File: config.mk
export PLATFORM = sky130hd
export DESIGN_NAME = polyline_rect_clipper_flat
export DESIGN_NICKNAME = d
export VERILOG_FILES = /design/src/design/prc_pkg.sv /design/src/design/prc_if.sv /design/src/design/prc_div.sv /design/src/design/polyline_rect_clipper.sv /design/src/flat_wrapper.sv
export SDC_FILE = /design/constraint.sdc
export NUM_CORES = 2
export LEC_CHECK = 0
export BUFFER_PORTS_ARGS = -buffer_cell sky130_fd_sc_hd__buf_2
export CAP_MARGIN = 10
export CORE_ASPECT_RATIO = 1.25
export CORE_UTILIZATION = 45
export DETAILED_ROUTE_END_ITERATION = 8
export PLACE_DENSITY = 0.63
export SLEW_MARGIN = 0
export SYNTH_ARGS = -nofsm -noshare
export SYNTH_HDL_FRONTEND = slang
export SYNTH_SLANG_ARGS = --single-unit
export TNS_END_PERCENT = 1
File: constraint.sdc
create_clock -name clk -period 8.13 [get_ports clk]
set_input_delay 0.4065 -clock clk [delete_from_list [all_inputs] [get_ports clk]]
set_output_delay 0.4065 -clock clk [all_outputs]
set_load 0.01 [all_outputs]
File: src/design/prc_pkg.sv
`default_nettype none

package prc_pkg;

	localparam int ExtentDefault   = 8192;
	localparam int FracBitsDefault = 8;
	localparam int VertW           = 16;
	localparam int PointW          = 22;

endpackage

`default_nettype wire

File: src/design/prc_if.sv
`default_nettype none

interface prc_vert_if;
	import prc_pkg::*;

	logic                    valid;
	logic                    ready;
	logic signed [VertW-1:0] vert_x;
	logic signed [VertW-1:0] vert_y;
	logic                    line_start;

	modport source (output valid, vert_x, vert_y, line_start, input ready);
	modport sink (input valid, vert_x, vert_y, line_start, output ready);
endinterface

interface prc_point_if;
	import prc_pkg::*;

	logic              valid;
	logic              ready;
	logic [PointW-1:0] point_x;
	logic [PointW-1:0] point_y;
	logic              piece_start;
	logic              last_of_run;

	modport source (output valid, point_x, point_y, piece_start, last_of_run, input ready);
	modport sink (input valid, point_x, point_y, piece_start, last_of_run, output ready);
endinterface

`default_nettype wire

File: src/design/prc_div.sv
`default_nettype none

// Restoring divider, one quotient bit per cycle. The caller guarantees that
// the quotient fits in QW bits, so the top of the dividend preloads the
// remainder directly.
module prc_div #(
	parameter int DW = 46,
	parameter int VW = 18,
	parameter int QW = 22
) (
	input  wire logic          clk,
	input  wire logic          arst_n,
	input  wire logic          start,
	input  wire logic [DW-1:0] dividend,
	input  wire logic [VW-1:0] divisor,
	output logic               done,
	output logic [QW-1:0]      quotient
);
	localparam int CntW = $clog2(QW + 1);

	logic [VW-1:0]   rem_q;
	logic [QW-1:0]   work_q;
	logic [VW-1:0]   dvs_q;
	logic [CntW-1:0] cnt_q;
	logic            busy_q;
	logic            done_q;

	logic [VW:0] trial;
	logic [VW:0] diff;
	logic        ge;

	assign trial = {rem_q, work_q[QW-1]};
	assign diff  = trial - {1'b0, dvs_q};
	assign ge    = trial >= {1'b0, dvs_q};

	always_ff @(posedge clk or negedge arst_n) begin
		if (!arst_n) begin
			rem_q  <= '0;
			work_q <= '0;
			dvs_q  <= '0;
			cnt_q  <= '0;
			busy_q <= 1'b0;
			done_q <= 1'b0;
		end else if (start) begin
			rem_q  <= VW'(dividend >> QW);
			work_q <= dividend[QW-1:0];
			dvs_q  <= divisor;
			cnt_q  <= CntW'(QW);
			busy_q <= 1'b1;
			done_q <= 1'b0;
		end else if (busy_q) begin
			rem_q  <= ge ? diff[VW-1:0] : trial[VW-1:0];
			work_q <= {work_q[QW-2:0], ge};
			cnt_q  <= cnt_q - CntW'(1);
			if (cnt_q == CntW'(1)) begin
				busy_q <= 1'b0;
				done_q <= 1'b1;
			end
		end else begin
			done_q <= 1'b0;
		end
	end

	assign done     = done_q;
	assign quotient = work_q;
endmodule

`default_nettype wire

File: src/design/polyline_rect_clipper.sv
// Polyline clipper against the closed square [0, EXTENT] x [0, EXTENT].
// Input channel vert: one vertex per beat, line_start marks the first vertex
// of a polyline. Output channel point: clipped points in fixed point with
// FRAC_BITS fraction bits; piece_start opens a sub-polyline and last_of_run
// flags the final point caused by one vertex. A vertex yields zero to two
// points.
// The block takes one vertex at a time; ready is high only while idle.
// A first vertex or an inside-to-inside step goes straight to its point, if it
// yields one. A crossing step runs Liang-Barsky over the edges x-min, x-max,
// y-min and y-max in turn, stopping at a rejection, on one shared 18x18
// multiplier, then a final order check of entry against exit when both ends
// lie outside; each crossing coordinate then goes through the shared
// restoring divider, QW = clog2(EXTENT * 2^FRAC_BITS + 1), 22 at the defaults.
// Results sit in an output register; a new vertex is accepted while the last
// point of the previous one waits there. A stalled receiver holds the block
// only when it needs the output register for the next point.
// Reset clears the stored previous vertex, so the next vertex starts a line.
`default_nettype none

module polyline_rect_clipper #(
	parameter int EXTENT    = prc_pkg::ExtentDefault,
	parameter int FRAC_BITS = prc_pkg::FracBitsDefault
) (
	input  wire logic   clk,
	input  wire logic   arst_n,
	prc_vert_if.sink    vert,
	prc_point_if.source point
);
	import prc_pkg::*;

	localparam int CW   = VertW + 2;
	localparam int PW   = 2 * CW;
	localparam int NumW = PW;
	localparam int DW   = NumW + FRAC_BITS + 2;
	localparam int VW   = CW;
	localparam int QW   = $clog2(EXTENT * (2 ** FRAC_BITS) + 1);

	localparam logic signed [VertW:0] ExtV = (VertW + 1)'(EXTENT);
	localparam logic signed [CW-1:0]  ExtE = CW'(EXTENT);

	typedef struct packed {
		logic signed [CW-1:0] n;
		logic [CW-2:0]        d;
	} frac_t;

	typedef enum logic [1:0] {K_VERT, K_EN, K_EX} kind_t;
	typedef enum logic [1:0] {C_REJ, C_UPD, C_ORD} cstep_t;
	typedef enum logic [1:0] {E_XMIN, E_XMAX, E_YMIN, E_YMAX} edge_t;
	typedef enum logic [3:0] {
		S_IDLE, S_NEXT, S_EDGE, S_CMP_L, S_CMP_R, S_CMP_D, S_PLAN,
		S_LERP_P1, S_LERP_P2, S_LERP_SUM, S_DIV_GO, S_DIV, S_EMIT
	} state_t;

	function automatic logic is_inside(input logic signed [VertW-1:0] x,
			input logic signed [VertW-1:0] y);
		logic signed [VertW:0] xe;
		logic signed [VertW:0] ye;
		xe = {x[VertW-1], x};
		ye = {y[VertW-1], y};
		return !x[VertW-1] && (xe <= ExtV) && !y[VertW-1] && (ye <= ExtV);
	endfunction

	function automatic logic [PointW-1:0] vert_fix(input logic signed [VertW-1:0] v);
		logic [VertW+FRAC_BITS-1:0] w;
		w = (VertW + FRAC_BITS)'($unsigned(v)) << FRAC_BITS;
		if (v[VertW-1])
			w = '0;
		return PointW'(w);
	endfunction

	state_t state_q;
	edge_t  edge_q;
	cstep_t cstep_q;
	kind_t  kind0_q;
	kind_t  kind1_q;

	logic signed [VertW-1:0] prev_x_q;
	logic signed [VertW-1:0] prev_y_q;
	logic                    prev_in_q;
	logic                    have_prev_q;
	logic signed [VertW-1:0] ax_q;
	logic signed [VertW-1:0] ay_q;
	logic signed [VertW-1:0] bx_q;
	logic signed [VertW-1:0] by_q;
	logic signed [VertW:0]   dx_q;
	logic signed [VertW:0]   dy_q;
	logic                    ain_q;
	logic                    bin_q;
	logic                    first_q;
	logic                    ok_q;
	logic                    order_q;
	logic                    pneg_q;
	logic                    coord_q;
	logic [1:0]              slot_q;
	logic [1:0]              nres_q;
	frac_t                   en_q;
	frac_t                   ex_q;
	frac_t                   t_q;
	logic signed [PW-1:0]    prod_a_q;
	logic signed [PW-1:0]    prod_b_q;
	logic [NumW-1:0]         num_q;
	logic [PointW-1:0]       px_q;
	logic [PointW-1:0]       py_q;
	logic                    out_valid_q;
	logic [PointW-1:0]       out_x_q;
	logic [PointW-1:0]       out_y_q;
	logic                    out_ps_q;
	logic                    out_last_q;

	logic                    accept;
	logic                    cur_in;
	logic                    first;
	logic signed [VertW:0]   dx_n;
	logic signed [VertW:0]   dy_n;
	logic signed [CW-1:0]    axe;
	logic signed [CW-1:0]    aye;
	logic signed [CW-1:0]    dxe;
	logic signed [CW-1:0]    dye;
	logic signed [CW-1:0]    p_e;
	logic signed [CW-1:0]    q_e;
	logic                    p_neg;
	frac_t                   t_e;
	frac_t                   cmp_a;
	frac_t                   cmp_b;
	kind_t                   kind_cur;
	frac_t                   t_l;
	logic signed [CW-1:0]    lerp_a;
	logic signed [CW-1:0]    lerp_d;
	logic signed [CW-1:0]    mul_a;
	logic signed [CW-1:0]    mul_b;
	logic signed [PW-1:0]    mul_p;
	logic signed [PW:0]      sum;
	logic [NumW-1:0]         num_n;
	logic                    lt;
	logic                    ps_cur;
	logic                    last_cur;
	logic                    emit_fire;
	logic                    div_start;
	logic                    div_done;
	logic [DW-1:0]           div_dividend;
	logic [VW-1:0]           div_divisor;
	logic [QW-1:0]           div_quot;
	logic [PointW-1:0]       div_pt;

	assign accept = vert.valid && vert.ready;
	assign cur_in = is_inside(vert.vert_x, vert.vert_y);
	assign first  = vert.line_start || !have_prev_q;
	assign dx_n   = {vert.vert_x[VertW-1], vert.vert_x} - {prev_x_q[VertW-1], prev_x_q};
	assign dy_n   = {vert.vert_y[VertW-1], vert.vert_y} - {prev_y_q[VertW-1], prev_y_q};

	assign axe = {{2{ax_q[VertW-1]}}, ax_q};
	assign aye = {{2{ay_q[VertW-1]}}, ay_q};
	assign dxe = {dx_q[VertW], dx_q};
	assign dye = {dy_q[VertW], dy_q};

	// p and q of the current edge, folded into a positive-denominator t
	always_comb begin
		case (edge_q)
			E_XMIN: begin
				p_e = -dxe;
				q_e = axe;
			end
			E_XMAX: begin
				p_e = dxe;
				q_e = ExtE - axe;
			end
			E_YMIN: begin
				p_e = -dye;
				q_e = aye;
			end
			default: begin
				p_e = dye;
				q_e = ExtE - aye;
			end
		endcase
		p_neg = p_e[CW-1];
		t_e.d = p_neg ? (CW - 1)'(-p_e) : (CW - 1)'(p_e);
		t_e.n = p_neg ? -q_e : q_e;
	end

	// operands of the fraction compare cmp_a < cmp_b
	always_comb begin
		case (cstep_q)
			C_REJ: begin
				cmp_a = pneg_q ? ex_q : t_q;
				cmp_b = pneg_q ? t_q : en_q;
			end
			C_UPD: begin
				cmp_a = pneg_q ? en_q : t_q;
				cmp_b = pneg_q ? t_q : ex_q;
			end
			default: begin
				cmp_a = en_q;
				cmp_b = ex_q;
			end
		endcase
	end

	assign kind_cur = slot_q[0] ? kind1_q : kind0_q;
	assign t_l      = (kind_cur == K_EN) ? en_q : ex_q;
	assign lerp_a   = coord_q ? aye : axe;
	assign lerp_d   = coord_q ? dye : dxe;

	// the shared multiplier
	always_comb begin
		case (state_q)
			S_CMP_L: begin
				mul_a = cmp_a.n;
				mul_b = {1'b0, cmp_b.d};
			end
			S_CMP_R: begin
				mul_a = cmp_b.n;
				mul_b = {1'b0, cmp_a.d};
			end
			S_LERP_P1: begin
				mul_a = lerp_a;
				mul_b = {1'b0, t_l.d};
			end
			S_LERP_P2: begin
				mul_a = t_l.n;
				mul_b = lerp_d;
			end
			default: begin
				mul_a = '0;
				mul_b = '0;
			end
		endcase
	end

	assign mul_p = mul_a * mul_b;
	assign lt    = prod_a_q < prod_b_q;
	assign sum   = {prod_a_q[PW-1], prod_a_q} + {prod_b_q[PW-1], prod_b_q};
	assign num_n = sum[PW] ? '0 : sum[NumW-1:0];

	// (2 * num * 2^F + d) / (2 * d) rounds num * 2^F / d to nearest, ties up
	assign div_start    = (state_q == S_DIV_GO);
	assign div_dividend = (DW'(num_q) << (FRAC_BITS + 1)) + DW'(t_l.d);
	assign div_divisor  = {t_l.d, 1'b0};
	assign div_pt       = PointW'(div_quot);

	assign ps_cur    = (kind_cur == K_EN) || ((kind_cur == K_VERT) && first_q);
	assign last_cur  = (slot_q + 2'd1) == nres_q;
	assign emit_fire = (state_q == S_EMIT) && (!out_valid_q || point.ready);

	prc_div #(
		.DW(DW),
		.VW(VW),
		.QW(QW)
	) u_div (
		.clk     (clk),
		.arst_n  (arst_n),
		.start   (div_start),
		.dividend(div_dividend),
		.divisor (div_divisor),
		.done    (div_done),
		.quotient(div_quot)
	);

	always_ff @(posedge clk or negedge arst_n) begin
		if (!arst_n) begin
			state_q     <= S_IDLE;
			edge_q      <= E_XMIN;
			cstep_q     <= C_REJ;
			kind0_q     <= K_VERT;
			kind1_q     <= K_VERT;
			prev_x_q    <= '0;
			prev_y_q    <= '0;
			prev_in_q   <= 1'b0;
			have_prev_q <= 1'b0;
			ax_q        <= '0;
			ay_q        <= '0;
			bx_q        <= '0;
			by_q        <= '0;
			dx_q        <= '0;
			dy_q        <= '0;
			ain_q       <= 1'b0;
			bin_q       <= 1'b0;
			first_q     <= 1'b0;
			ok_q        <= 1'b0;
			order_q     <= 1'b0;
			pneg_q      <= 1'b0;
			coord_q     <= 1'b0;
			slot_q      <= '0;
			nres_q      <= '0;
			en_q        <= '0;
			ex_q        <= '0;
			t_q         <= '0;
			prod_a_q    <= '0;
			prod_b_q    <= '0;
			num_q       <= '0;
			px_q        <= '0;
			py_q        <= '0;
			out_valid_q <= 1'b0;
			out_x_q     <= '0;
			out_y_q     <= '0;
			out_ps_q    <= 1'b0;
			out_last_q  <= 1'b0;
		end else begin
			if (emit_fire)
				out_valid_q <= 1'b1;
			else if (out_valid_q && point.ready)
				out_valid_q <= 1'b0;

			unique case (state_q)
				S_IDLE: begin
					if (accept) begin
						ax_q        <= prev_x_q;
						ay_q        <= prev_y_q;
						bx_q        <= vert.vert_x;
						by_q        <= vert.vert_y;
						dx_q        <= dx_n;
						dy_q        <= dy_n;
						ain_q       <= prev_in_q;
						bin_q       <= cur_in;
						first_q     <= first;
						prev_x_q    <= vert.vert_x;
						prev_y_q    <= vert.vert_y;
						prev_in_q   <= cur_in;
						have_prev_q <= 1'b1;
						slot_q      <= '0;
						en_q        <= '{n: '0, d: (CW - 1)'(1)};
						ex_q        <= '{n: CW'(1), d: (CW - 1)'(1)};
						edge_q      <= E_XMIN;
						ok_q        <= 1'b1;
						order_q     <= 1'b0;
						if (first || (prev_in_q && cur_in)) begin
							kind0_q <= K_VERT;
							nres_q  <= (first && !cur_in) ? 2'd0 : 2'd1;
							state_q <= S_NEXT;
						end else begin
							state_q <= S_EDGE;
						end
					end
				end

				S_NEXT: begin
					if (slot_q == nres_q) begin
						state_q <= S_IDLE;
					end else if (kind_cur == K_VERT) begin
						px_q    <= vert_fix(bx_q);
						py_q    <= vert_fix(by_q);
						state_q <= S_EMIT;
					end else begin
						coord_q <= 1'b0;
						state_q <= S_LERP_P1;
					end
				end

				S_EDGE: begin
					if (p_e == '0) begin
						// parallel to this edge: outside it means a miss
						if (q_e < 0) begin
							ok_q    <= 1'b0;
							state_q <= S_PLAN;
						end else if (edge_q == E_YMAX) begin
							cstep_q <= C_ORD;
							state_q <= (!ain_q && !bin_q) ? S_CMP_L : S_PLAN;
						end else begin
							edge_q <= edge_t'(edge_q + 2'd1);
						end
					end else begin
						t_q     <= t_e;
						pneg_q  <= p_neg;
						cstep_q <= C_REJ;
						state_q <= S_CMP_L;
					end
				end

				S_CMP_L: begin
					prod_a_q <= mul_p;
					state_q  <= S_CMP_R;
				end

				S_CMP_R: begin
					prod_b_q <= mul_p;
					state_q  <= S_CMP_D;
				end

				S_CMP_D: begin
					case (cstep_q)
						C_REJ: begin
							if (lt) begin
								ok_q    <= 1'b0;
								state_q <= S_PLAN;
							end else begin
								cstep_q <= C_UPD;
								state_q <= S_CMP_L;
							end
						end
						C_UPD: begin
							if (lt) begin
								if (pneg_q)
									en_q <= t_q;
								else
									ex_q <= t_q;
							end
							if (edge_q == E_YMAX) begin
								cstep_q <= C_ORD;
								state_q <= (!ain_q && !bin_q) ? S_CMP_L : S_PLAN;
							end else begin
								edge_q  <= edge_t'(edge_q + 2'd1);
								state_q <= S_EDGE;
							end
						end
						default: begin
							order_q <= lt;
							state_q <= S_PLAN;
						end
					endcase
				end

				S_PLAN: begin
					slot_q  <= '0;
					state_q <= S_NEXT;
					if (ain_q) begin
						kind0_q <= K_EX;
						nres_q  <= ok_q ? 2'd1 : 2'd0;
					end else if (bin_q) begin
						if (ok_q) begin
							kind0_q <= K_EN;
							kind1_q <= K_VERT;
							nres_q  <= 2'd2;
						end else begin
							kind0_q <= K_VERT;
							nres_q  <= 2'd1;
						end
					end else begin
						kind0_q <= K_EN;
						kind1_q <= K_EX;
						nres_q  <= (ok_q && order_q) ? 2'd2 : 2'd0;
					end
				end

				S_LERP_P1: begin
					prod_a_q <= mul_p;
					state_q  <= S_LERP_P2;
				end

				S_LERP_P2: begin
					prod_b_q <= mul_p;
					state_q  <= S_LERP_SUM;
				end

				S_LERP_SUM: begin
					num_q   <= num_n;
					state_q <= S_DIV_GO;
				end

				S_DIV_GO: begin
					state_q <= S_DIV;
				end

				S_DIV: begin
					if (div_done) begin
						if (coord_q) begin
							py_q    <= div_pt;
							state_q <= S_EMIT;
						end else begin
							px_q    <= div_pt;
							coord_q <= 1'b1;
							state_q <= S_LERP_P1;
						end
					end
				end

				S_EMIT: begin
					if (emit_fire) begin
						out_x_q    <= px_q;
						out_y_q    <= py_q;
						out_ps_q   <= ps_cur;
						out_last_q <= last_cur;
						slot_q     <= slot_q + 2'd1;
						state_q    <= S_NEXT;
					end
				end

				default: begin
					state_q <= S_IDLE;
				end
			endcase
		end
	end

	assign vert.ready        = (state_q == S_IDLE);
	assign point.valid       = out_valid_q;
	assign point.point_x     = out_x_q;
	assign point.point_y     = out_y_q;
	assign point.piece_start = out_ps_q;
	assign point.last_of_run = out_last_q;
endmodule

`default_nettype wire

File: src/flat_wrapper.sv
// flat-port wrapper written by rule: the top's interface ports become plain ports
module polyline_rect_clipper_flat import prc_pkg::*;
#(
	parameter int EXTENT    = prc_pkg::ExtentDefault,
	parameter int FRAC_BITS = prc_pkg::FracBitsDefault
)
  (clk, arst_n, vert_valid, vert_vert_x, vert_vert_y, vert_line_start, vert_ready, point_valid, point_point_x, point_point_y, point_piece_start, point_last_of_run, point_ready);
  prc_vert_if vert_i ();
  prc_point_if point_i ();
  input  wire logic clk;
  input  wire logic arst_n;
  input wire logic [$bits(vert_i.valid)-1:0] vert_valid;
  input wire logic [$bits(vert_i.vert_x)-1:0] vert_vert_x;
  input wire logic [$bits(vert_i.vert_y)-1:0] vert_vert_y;
  input wire logic [$bits(vert_i.line_start)-1:0] vert_line_start;
  output wire logic [$bits(vert_i.ready)-1:0] vert_ready;
  output wire logic [$bits(point_i.valid)-1:0] point_valid;
  output wire logic [$bits(point_i.point_x)-1:0] point_point_x;
  output wire logic [$bits(point_i.point_y)-1:0] point_point_y;
  output wire logic [$bits(point_i.piece_start)-1:0] point_piece_start;
  output wire logic [$bits(point_i.last_of_run)-1:0] point_last_of_run;
  input wire logic [$bits(point_i.ready)-1:0] point_ready;
  assign vert_i.valid = vert_valid;
  assign vert_i.vert_x = vert_vert_x;
  assign vert_i.vert_y = vert_vert_y;
  assign vert_i.line_start = vert_line_start;
  assign vert_ready = vert_i.ready;
  assign point_valid = point_i.valid;
  assign point_point_x = point_i.point_x;
  assign point_point_y = point_i.point_y;
  assign point_piece_start = point_i.piece_start;
  assign point_last_of_run = point_i.last_of_run;
  assign point_i.ready = point_ready;
  polyline_rect_clipper #(.EXTENT(EXTENT), .FRAC_BITS(FRAC_BITS)) u_core (.clk(clk), .arst_n(arst_n), .vert(vert_i), .point(point_i));
endmodule
* After elaboration in Yosys (flattened, before gate mapping)
Index checks and enable logic that the tools add are counted.
Word-level totals: register bits 485, bits of input ports 37
Operators by class: equality and inequality tests 42, multiplexer cells 110, bitwise gates (word level) 2, reductions and logical operators 53, magnitude comparators 5, multiply operators 1, add/sub/neg operators 14
Operator list (count):
- 2-to-1 mux 35 bit | 11
- one-hot mux 35 bit (2 select lines) | 4
- 2-to-1 mux 22 bit | 12
- one-hot mux 18 bit (4 select lines) | 2
- 2-to-1 mux 18 bit | 6
- one-hot mux 18 bit (3 select lines) | 2
- one-hot mux 22 bit (2 select lines) | 2
- one-hot mux 4 bit (13 select lines) | 1
- 2-to-1 mux 2 bit | 23
- adder 40 x 17 -> 40 bit | 1
- 2-to-1 mux 4 bit | 10
- adder 36 x 36 -> 37 bit | 1
- < comparator 36 bit | 1
- multiplier 18 x 18 -> 36 bit | 1
- negator 17 -> 18 bit | 2
- subtractor 15 x 16 -> 17 bit, first input constant | 2
- subtractor 16 x 16 -> 17 bit | 2
- <= comparator 16 x 15 -> 1 bit, second input constant | 2
- 2-to-1 mux 31 bit | 1
- 2-to-1 mux 1 bit | 21
- == test 4 bit, second input constant | 5
- greater-or-equal comparator 19 x 18 -> 1 bit | 1
- logical NOT 18 bit | 1
- < comparator 18 x 1 -> 1 bit, second input constant | 1
- other kinds (39) | 112

* Longest topological paths before layout
depth in word-level cells 10, depth in mapped cells 35, gate-level depth less buffers 31

* Hierarchy
Synthesis repeated with hierarchy kept, for this count alone.
Unflattened totals: cell total of the unflattened synthesis 5111, area, all modules 43350.3 sq um
Modules (own cells, without submodules):
- polyline_rect_clipper | cells an instance 4680, times used 1, area an instance 39424.1 sq um
- prc_div | cells an instance 431, times used 1, area an instance 3926.3 sq um

* Worst setup path after synthesis
Ideal clock, no wire load.
kind flip-flop to flip-flop, start register u_core.slot_q[0], end register u_core.prod_a_q[34], period minus slack after synthesis 8157 ps, path buffers 3, path slack -27 ps, required time 8000 ps, cell stages (with the launch flop) 30, data arrival time 8027 ps, setup time 130 ps, cells stage by stage dfrtp_1 > clkbuf_1 > nor2_1 > and2_1 > clkbuf_1 > nor2_1 > a21oi_1 > inv_1 > a2111oi_0 > clkbuf_1 > nor2_1 > fa_1 > fa_1 > fa_1 > fa_1 > fa_1 > inv_1 > fa_1 > inv_1 > ha_1 > a21o_1 > a21oi_1 > o21ai_0 > a311oi_1 > nand3_1 > a41oi_1 > nor2_1 > a221oi_1 > xor2_1 > o21ai_0
RTL lines:
- from (decl) | line polyline_rect_clipper.sv:94 | logic [1:0] slot_q;
- from (signal assigned) | line polyline_rect_clipper.sv:472 | slot_q <= slot_q + 2'd1;
- to (signal assigned) | line polyline_rect_clipper.sv:370 | prod_a_q <= mul_p;
- to (signal assigned) | line polyline_rect_clipper.sv:435 | prod_a_q <= mul_p;
- to (decl) | line polyline_rect_clipper.sv:99 | logic signed [PW-1:0] prod_a_q;

* Final worst setup path
start register u_core.coord_q, end register u_core.prod_b_q[34]
Between the ends: word-level cells in the longest chain between the ends 3, elaborated cells on any way between the ends 5, classes of those cells mul (1); mux (4)
Ends and longest elaborated chain:
- from (decl) | line polyline_rect_clipper.sv:93 | logic coord_q;
- from (signal assigned) | line polyline_rect_clipper.sv:282 | coord_q <= 1'b0;
- from (signal assigned) | line polyline_rect_clipper.sv:344 | coord_q <= 1'b0;
- from (signal assigned) | line polyline_rect_clipper.sv:460 | coord_q <= 1'b1;
- 2-to-1 mux 18 bit (on tied branches) | line polyline_rect_clipper.sv:201, polyline_rect_clipper.sv:202
- one-hot mux 18 bit (4 select lines) | line polyline_rect_clipper.sv:206 | case (state_q)
- multiplier 18 x 18 -> 36 bit (*) | line polyline_rect_clipper.sv:230 | assign mul_p = mul_a * mul_b;
- to (signal assigned) | line polyline_rect_clipper.sv:375 | prod_b_q <= mul_p;
- to (signal assigned) | line polyline_rect_clipper.sv:440 | prod_b_q <= mul_p;
- to (decl) | line polyline_rect_clipper.sv:100 | logic signed [PW-1:0] prod_b_q;
Mark *: on every way between the ends. The rest lies on a longest branch, timed or not. A chain may end at the register's enable or synchronous reset.

==> run metrics <==
Max Cap Viol=0; Ports=between 80 and 90; hold path startpoint=vert_vert_x[12]; slew of the pin with the lowest slew margin=1.19 ns; Root Buffer Master=clkbuf_16; non-filler instance count after layout=6291; CTS Buf Count=50; Die W=277 um; WP data required=approximately 8.6 ns; port bufs=84; Worst-path clk slew=0.07 ns; Arrival @ worst endpoint=8.27 ns; Switch Pwr=8.56 mW; synthesized area per cell=8.57 um2; total track usage=0.279; most area-consuming cells after synthesis=dfrtp_1 (28%), fa_1 (16%), ha_1 (6.8%); Final Cycle Share=0.961; Seq/Total Area, Yosys=0.285; Fin Hold WS=0.0306 ns; Seq pwr share=0.255; Power Dens Cells=364 nW/um2; TritonCTS clock tree=built; Gate Count Post-Synth=just under 5000; placed cell areas=45400 um2; hold crit path type=input pin to flop; Layout Skew=0.0413 ns; worst reg2reg path startpoint=u_core.coord_q; hpwl dp=roughly 100000 um; vias in the first global route=roughly 36000; Internal=between 8 and 9 mW; fin crit period=7.81 ns; Crit Path Category=flop to flop; die area=95800 um2; Leakage=22.5 nW; CTS Buffer Depth=3; Area Growth Syn to Fin=10.9%; Cell Rows=125; hold path depth=3; endpoint class of the critical path=flop; fraction of layout cells with a size suffix above 1=0.103; Final Slew Violations=0; initial core utilization=0.456; GRT overflow=0; RSZ-0062 raised after global routing=yes; mean number of vias per cell=slightly below 6; syn nets=approximately 5600; Final Cell Area=47200 um2; DRC Markers=0; CORE AREA=just over 90000 um2; Yosys top cell by area=dfrtp_1; Synthesis Warnings=0; most common flop cell mapped by yosys=dfrtp_1; switch share=0.498; peak fanout along the critical path=11; register bit total from synthesis=about 480; final wirelength=133000 um; DRT Pass-1 Iters=6; top-count cell post-synth=inv_1; WL/cell=21.1 um; Synth top cells by count=inv_1 (607), nand2_1 (593), dfrtp_1 (484); Synth top area share=0.285; # diodes=0; clock sink count=484; H-tree Lvls=2; Yosys cell types=87; Die Ht=346 um; Peak VDD IR=about 220 uV; cells on worst reg2reg path=24; crit start category=flop; cell area after synthesis=42600 um2; Hold Fails Final Rpt=0; Final nets=between 5000 and 6000; routed vias=~37000; max_slew headroom=0.202; RePlAce Congestion=0.936; Logic pwr share=0.603; FF-to-FF End=u_core.prod_b_q[34]; DR iter-0 viols=3071; Hold EP=u_core.prev_x_q[12]; maximum clock frequency=128 MHz; first-pass GRT wire length=211000 um; clock share of power=0.142; initial antenna violation count=2; Clk Latency, worst-skew pair=0.64 ns; Worst R2R Setup Slack=between 0.3 and 0.4 ns; Routed Antenna Nets=0; largest net degree at the start of global routing=119; Post-Place Cells=6192; Post-synth EDFFs=0; status=complete, no violations; fraction of registers with async set/reset=1.00; Final Setup Violations=0
==> power groups by stage <==
stage / clock network [mW] / logic [mW] / registers, mW
CTS: 2.48 / 10.2 / 4.36
detailed placement: 0 / 10.2 / 4.39
floorplan: 0 / 7.06 / 3.90
global route: 2.58 / 11.5 / 4.47
finish: 2.44 / 10.4 / 4.39
global placement: 0 / 10.0 / 4.38
==> sequential cells by signal, summed over array words and instances, names as in the netlist, 31 cells and up <==
signal and cells:
u_core.num_q 31, u_core.prod_a_q 36, u_core.prod_b_q 36, u_core.t_q 35
u_core.ex_q 35, u_core.en_q 35
==> worst max-delay path, cell delays in order, from the launching register on <==
cell and delay (ns):
dfrtp_2 0.67, buf_4 0.24, buf_4 0.18, mux2i_1 0.35, o22ai_1 0.19, nor4_1 0.54
fa_1 0.55, fa_1 0.53, fa_1 0.53, fa_1 0.55, fa_1 0.59, inv_1 0.07
fa_1 0.53, inv_1 0.04, ha_1 0.21, a21o_1 0.20, a21oi_1 0.14, o21ai_0 0.14
a311oi_1 0.30, nand3_1 0.15, a41oi_2 0.24, nor2_1 0.07, a221oi_1 0.32, xor2_1 0.20
o21ai_0 0.09
==> kinds of logic after synthesis <==
group | share of synthesized area
AOI/OAI and AO/OA | 0.175
xor gates and xnor gates | 0.0344
adders and majority gates | 0.226
buffers and inverters | 0.0775
muxes | 0.0375
and+or+nand+nor | 0.165
DFF | 0.285
==> metal layers <==
metal  vias to the layer above  routed length [um]  track usage
met4                         0                6940        0.129
li1                      16900                   -            -
met3                       308                8240       0.0342
met5                         -                   0            0
met1                     18100               53800        0.359
met2                      1294               63500        0.467
==> layout by cell type (no fill, tap or decap), drive strengths merged, types with 59 or more instances in the layout <==
cell type / n
clkbuf: 70
inv: 613
o22ai: 75
mux2i: 93
nor3: 130
a22o: 74
nand2: 594
dfrtp: 484
mux2: 59
nor2: 464
xor2: 69
fa: 335
o21ai: 416
xnor2: 98
a21oi: 210
buf: 286
ha: 232
==> worst max path at each step <==
| stage | from | to | slack (ns) |
|---|---|---|---|
| final | u_core.coord_q | u_core.prod_b_q[34] | 0.32 |
| after global routing | u_core.cstep_q[0] | u_core.prod_b_q[34] | -0.04 |
| after CTS | u_core.kind0_q[1] | u_core.prod_b_q[34] | 0.08 |
| after detailed placement | u_core.kind0_q[1] | u_core.prod_b_q[34] | 0.11 |
| after global placement | u_core.state_q[1] | u_core.prod_b_q[34] | 0.16 |
| after floorplan | u_core.slot_q[0] | u_core.prod_a_q[34] | 0.007 |
==> metrics by stage <==
| step | TNS [ns] | util | setup WS (ns) | power (mW) |
|---|---|---|---|---|
| finish | 0 | 0.506 | 0.315 | 17.2 |
| global route | -0.0575 | 0.506 | -0.0364 | 18.5 |
| CTS | 0 | 0.504 | 0.0776 | 17.1 |
| detailed placement | 0 | 0.486 | 0.110 | 14.6 |
| global placement | 0 | 0.486 | 0.162 | 14.4 |
| floorplan | 0 | - | 0.00730 | 11.0 |
==> layout make-up <==
cell class	count	area (um2)
fillers	8737	46200
multi-input cells	3609	27400
flip-flops and latches	484	12100
inverters	610	2290
repair buffers	290	2220
well taps	1206	1510
clock buffers	70	1460
clock inverters	22	253
==> repair_timing <==
item                       in CTS  in global routing
hold endpoints to repair      113                  0
resized for setup               0                 17
setup endpoints to repair       0                 28
hold buffers                    4                  0
buffers inserted                0                  3
(Power assumes the default switching activity.)
